`config.mk`:
```
export PLATFORM = sky130hd
export DESIGN_NAME = hvn_norm_unit
export DESIGN_NICKNAME = d
export VERILOG_FILES = /design/src/hdl/hvn_pkg.sv /design/src/hdl/hvn_norm_unit.sv
export SDC_FILE = /design/constraint.sdc
export NUM_CORES = 2
export LEC_CHECK = 0
export ABC_AREA = 1
export BUFFER_PORTS_ARGS = -buffer_cell sky130_fd_sc_hd__buf_2
export CAP_MARGIN = 20
export CORE_MARGIN = 3
export CORE_UTILIZATION = 40
export DETAILED_ROUTE_END_ITERATION = 12
export GPL_TIMING_DRIVEN = 0
export PLACE_DENSITY = 0.51
export SLEW_MARGIN = 0
export SYNTH_ARGS = -nofsm -noshare
export SYNTH_HDL_FRONTEND = slang
export SYNTH_SLANG_ARGS = --single-unit
export TNS_END_PERCENT = 50
```
`constraint.sdc`:
```
create_clock -name aclk -period 15.6 [get_ports aclk]
set_input_delay 4.68 -clock aclk [delete_from_list [all_inputs] [get_ports aclk]]
set_output_delay 4.68 -clock aclk [all_outputs]
set_load 0.02 [all_outputs]
```
`src/hdl/hvn_pkg.sv`:
```
// Shared types and constants for the heightmap vertex normal block.
`default_nettype none
package hvn_pkg;

    // Sequencer states of the top level.
    typedef enum logic [2:0] {
        ST_IDLE,
        ST_READ,
        ST_SUM,
        ST_SQ,
        ST_NSTART,
        ST_NWAIT,
        ST_OUT
    } state_t;

    // Component being squared or normalized.
    typedef enum logic [1:0] {
        COMP_X,
        COMP_Y,
        COMP_Z
    } comp_t;

    // Configuration register indexes.
    localparam logic CFG_MAP_WIDTH  = 1'b0;
    localparam logic CFG_MAP_HEIGHT = 1'b1;

    localparam int CFG_W    = 11;
    localparam int SAMPLE_W = 8;
    localparam int MAG_W    = 11;
    localparam int SUMSQ_W  = 22;
    localparam int UNIT_W   = 16;
    localparam int COORD_W  = 10;

    // Read sequence of the stored samples around the current vertex.
    localparam logic [2:0] RD_PREV_C   = 3'd0;
    localparam logic [2:0] RD_PREV_CP  = 3'd1;
    localparam logic [2:0] RD_PREV2_C  = 3'd2;
    localparam logic [2:0] RD_PREV2_CP = 3'd3;
    localparam logic [2:0] RD_PREV_CM  = 3'd4;
    localparam logic [2:0] RD_PREV2_CM = 3'd5;
    localparam logic [2:0] RD_CUR_CM   = 3'd6;
    localparam logic [2:0] RD_DONE     = 3'd7;

    // Handshake between the sequencer and the normalizer.
    typedef struct packed {
        logic                busy;
        logic                done;
        logic [UNIT_W-1:0]   result;
    } norm_status_t;

endpackage
`default_nettype wire

```
`src/hdl/hvn_norm_unit.sv`:
```
// Bit-serial unit computing round(16384*mag/sqrt(sum)), one result bit per square phase and compare phase.
`default_nettype none
module hvn_norm_unit
    import hvn_pkg::*;
(
    input  wire                   aclk,
    input  wire                   aresetn,
    input  wire                   start,
    input  wire [MAG_W-1:0]       mag,
    input  wire [SUMSQ_W-1:0]     sum_sq,
    output norm_status_t          status
);

    logic                 busy_reg;
    logic                 done_reg;
    logic                 phase_reg;
    logic [3:0]           bit_reg;
    logic [UNIT_W-1:0]    k_reg;
    logic [31:0]          sq_reg;
    logic [21:0]          magsq_reg;
    logic [SUMSQ_W-1:0]   sum_reg;
    logic [UNIT_W-1:0]    cand;
    logic [53:0]          prod;
    logic [53:0]          target;
    logic [UNIT_W:0]      rounded;

    assign cand    = k_reg | (UNIT_W'(1) << bit_reg);
    assign prod    = 54'(sq_reg) * 54'(sum_reg);
    assign target  = {2'b00, magsq_reg, 30'd0};
    assign rounded = {1'b0, k_reg} + 17'd1;

    // Control: busy while bits remain, done pulses after the last bit.
    always_ff @(posedge aclk) begin
        if (!aresetn) begin
            busy_reg  <= 1'b0;
            done_reg  <= 1'b0;
            phase_reg <= 1'b0;
            bit_reg   <= '0;
        end else begin
            done_reg <= 1'b0;
            if (start && !busy_reg) begin
                busy_reg  <= 1'b1;
                phase_reg <= 1'b0;
                bit_reg   <= 4'd15;
            end else if (busy_reg) begin
                phase_reg <= !phase_reg;
                if (phase_reg) begin
                    if (bit_reg == 4'd0) begin
                        busy_reg <= 1'b0;
                        done_reg <= 1'b1;
                    end else begin
                        bit_reg <= bit_reg - 4'd1;
                    end
                end
            end
        end
    end

    // Datapath: square the candidate, then compare candidate^2*sum with mag^2*2^30.
    always_ff @(posedge aclk) begin
        if (start && !busy_reg) begin
            magsq_reg <= 22'(mag) * 22'(mag);
            sum_reg   <= sum_sq;
            k_reg     <= '0;
        end else if (busy_reg) begin
            if (!phase_reg) begin
                sq_reg <= 32'(cand) * 32'(cand);
            end else if (prod <= target) begin
                k_reg <= cand;
            end
        end
    end

    assign status.busy   = busy_reg;
    assign status.done   = done_reg;
    assign status.result = rounded[UNIT_W:1];

endmodule
`default_nettype wire

```
==> impl_metrics.ini <==
[clock_tree]
cts_resized = 0
path_clk_slew_ps = 90
postCtsSetupBuffers = 0
h-tree-depth = 3
cts_tree = done
numClockSinks = 97
cts_buffers = 9
cts-hold-fix-buffers = 0
cts_root_buffer = clkbuf_16
clockBufferDepth = 2
clk_latency_ps = 430

[routing]
wl_per_cell_um = 18.31
drt-total-wl_mm = 106.0
dr.pass1.iters = 5
postRouteAntennaNets = 0
vias_per_cell = 4.756
vias = 27540
drc = 0
dr.first_iter.drc_count = 1490

[floorplan]
dieWidth_um = 309.9
chipHeight_um = 309.9
num_rows = 110
boundaryPins = 54
dieArea_um2 = 96020
core_area_um2 = 90840
floorplan.initialDensity = 0.4066

[setup_path]
cp-end-kind = flip-flop
worstPathArrival_ps = 10230
max_stage_delay_ps = 780
worstPathRequired_ps = 15960
crit_top_cell = fa_1
path_max_fanout = 10
path_class = reg -> reg
start_kind = flip-flop
cp_slowest_cell = clkbuf_1

[logic_synthesis]
synthDistinctLibCells = 51
yosys_warnings = 0
synth_area_um2 = 36940
synth_area_leaders = fa_1 (44%), inv_1 (14%), nand2_1 (12%)
yosysSeqAreaShare = 0.07263
synth_top_area_share = 0.4412
ys_ff_latch = 97
synth.avg_cell_area_um2 = 8.148
yosysTopAreaCell = fa_1
syn_inst = 4533

[timing]
max_freq_ghz = 0.1013
hold_slack_ps = 509.4
setup_viol = 0
timing.setup.tns_ps = 0
rsz0062_at_grt = no
hold_violations = 0
slew_headroom = 0.2529
finalCritPeriodShare = 0.6330
worst_slew_pin_slew_ps = 1113
min_period_ps = 9875
fin_skew_ps = 24.93
maxSlewViolCount = 0

[final_layout]
areaGrowthSynthToFinish_pct = 5.803
final_core_util = 0.4302
diodes = 0
drive_above_1_share = 0.02535
nNetsFinal = 5803
largest_register_ffs = 31
fillers = 9322

[outcome]
status = finished clean

[worst_hold_path]
hold_path.class = reg -> reg

[global_route]
antenna_found_initial = 3
grt_busiest_layer = met2
grt_max_degree = 32
use_met2 = 0.4133
grt_pass1_vias = 29560
use_met3 = 0.02150
grt_pass1_wl_mm = 169.9
grt_use_total = 0.2326
grt_use_met1 = 0.3132
grt.overflow.total = 0

[placed_design]
io_buffers = 53
place.gp.congestion = 0.9054
dp_hpwl_mm = 93.58

[run]
maxCapViolCount = 0
cell type report:
cell class,instances,area [um^2],area share
buffer,162,639.4,0.01636
tap,1176,1471,0.03765
multi-input combinational,2950,28660,0.7334
timing repair buffer,56,312.8,0.008004
clock buffer,10,239.0,0.006115
inverter,1334,5007,0.1281
clock inverter,6,67.56,0.001729
sequential,97,2683,0.06865
per-stage QoR:
step	setup WS (ps)	area [um^2]	std cells
6_report	5725	39080	5791
5_1_grt	5111	39080	5791
4_1_cts	5647	39070	5790
3_5_place_dp	5498	38760	5774
3_3_place_gp	4308	38710	5772
2_1_floorplan	6158	36970	4543
cells in the final DEF, fill, tap and decap left out, types with 5 or more instances in the layout:
master	netlist	routed
inv_1	1330	1330
nand2_1	1170	1170
fa_1	814	814
ha_1	343	343
clkbuf_1	158	158
nor2_1	123	121
a21oi_1	121	121
edfxtp_1	74	74
xor2_1	73	73
buf_2	0	53
nand3_1	49	49
o21ai_0	46	46
xnor2_1	38	38
dfxtp_1	23	23
o21ai_1	22	22
nor3_1	22	22
o21bai_1	16	16
nand4_1	15	15
conb_1	2	12
nand2_2	11	11
a21oi_2	10	10
clkbuf_16	0	9
a31oi_1	8	8
a21o_1	8	8
o21a_1	5	5
cell families (layout without fill, tap and decap cells):
group | after synthesis | after routing | share of synthesized area
compound gates | 256 | 256 | 0.03974
xor+xnor | 111 | 111 | 0.02632
fa+ha+maj | 1157 | 1157 | 0.5574
buf+inv | 1496 | 1568 | 0.1529
flops | 97 | 97 | 0.07263
mux | 1 | 1 | 0.0003049
other cells | 2 | 12 | 0.0002033
simple gates | 1413 | 1413 | 0.1505
critical path: cells and delay by family (launching register included):
family                     cells  cell delay [ps]
AOI/OAI and AO/OA              8             1620
buffers and inverters          4             1060
DFF                            1              660
xor gates and xnor gates       1              220
and+or+nand+nor               15             1930
adders and majority gates      9             4290
final timing paths:
check,from,endpoint,slack [ps],cells after the start
max,sum_reg[9],k_reg[5],5720,37
max reg2reg,sum_reg[9],k_reg[5],5720,37
min reg2reg,k_reg[1],k_reg[1],510,2
min,k_reg[1],k_reg[1],510,2
cells in the mapped netlist, drive strengths merged:
library cell  instances
a211oi                2
a21boi                6
a21o                  8
a21oi               132
a221oi                2
a31o                  1
a31oi                 8
and2                  1
buf                   4
clkbuf              158
clkinv                2
conb                  2
dfxtp                23
edfxtp               74
fa                  814
ha                  343
inv                1332
mux2                  1
nand2              1182
nand3                53
nand3b                5
nand4                16
nor2                126
nor3                 24
nor4                  3
o2111ai               2
o211ai                3
o21a                  5
o21ai                68
o21bai               16
o31a                  1
o31ai                 2
or2                   2
or4                   1
xnor2                38
xor2                 73
routing by layer:
metal / wire, um / vias up / part of all wire
li1: - / 13130 / -
met1: 47670 / 13880 / 0.45
met2: 52790 / 460 / 0.50
met3: 3709 / 69 / 0.035
met4: 1857 / 0 / 0.018
met5: 0 / - / 0
Power is left out: the tool's default activity adds up to more than one toggle a clock period on the data nets, which glitch-free logic cannot reach.
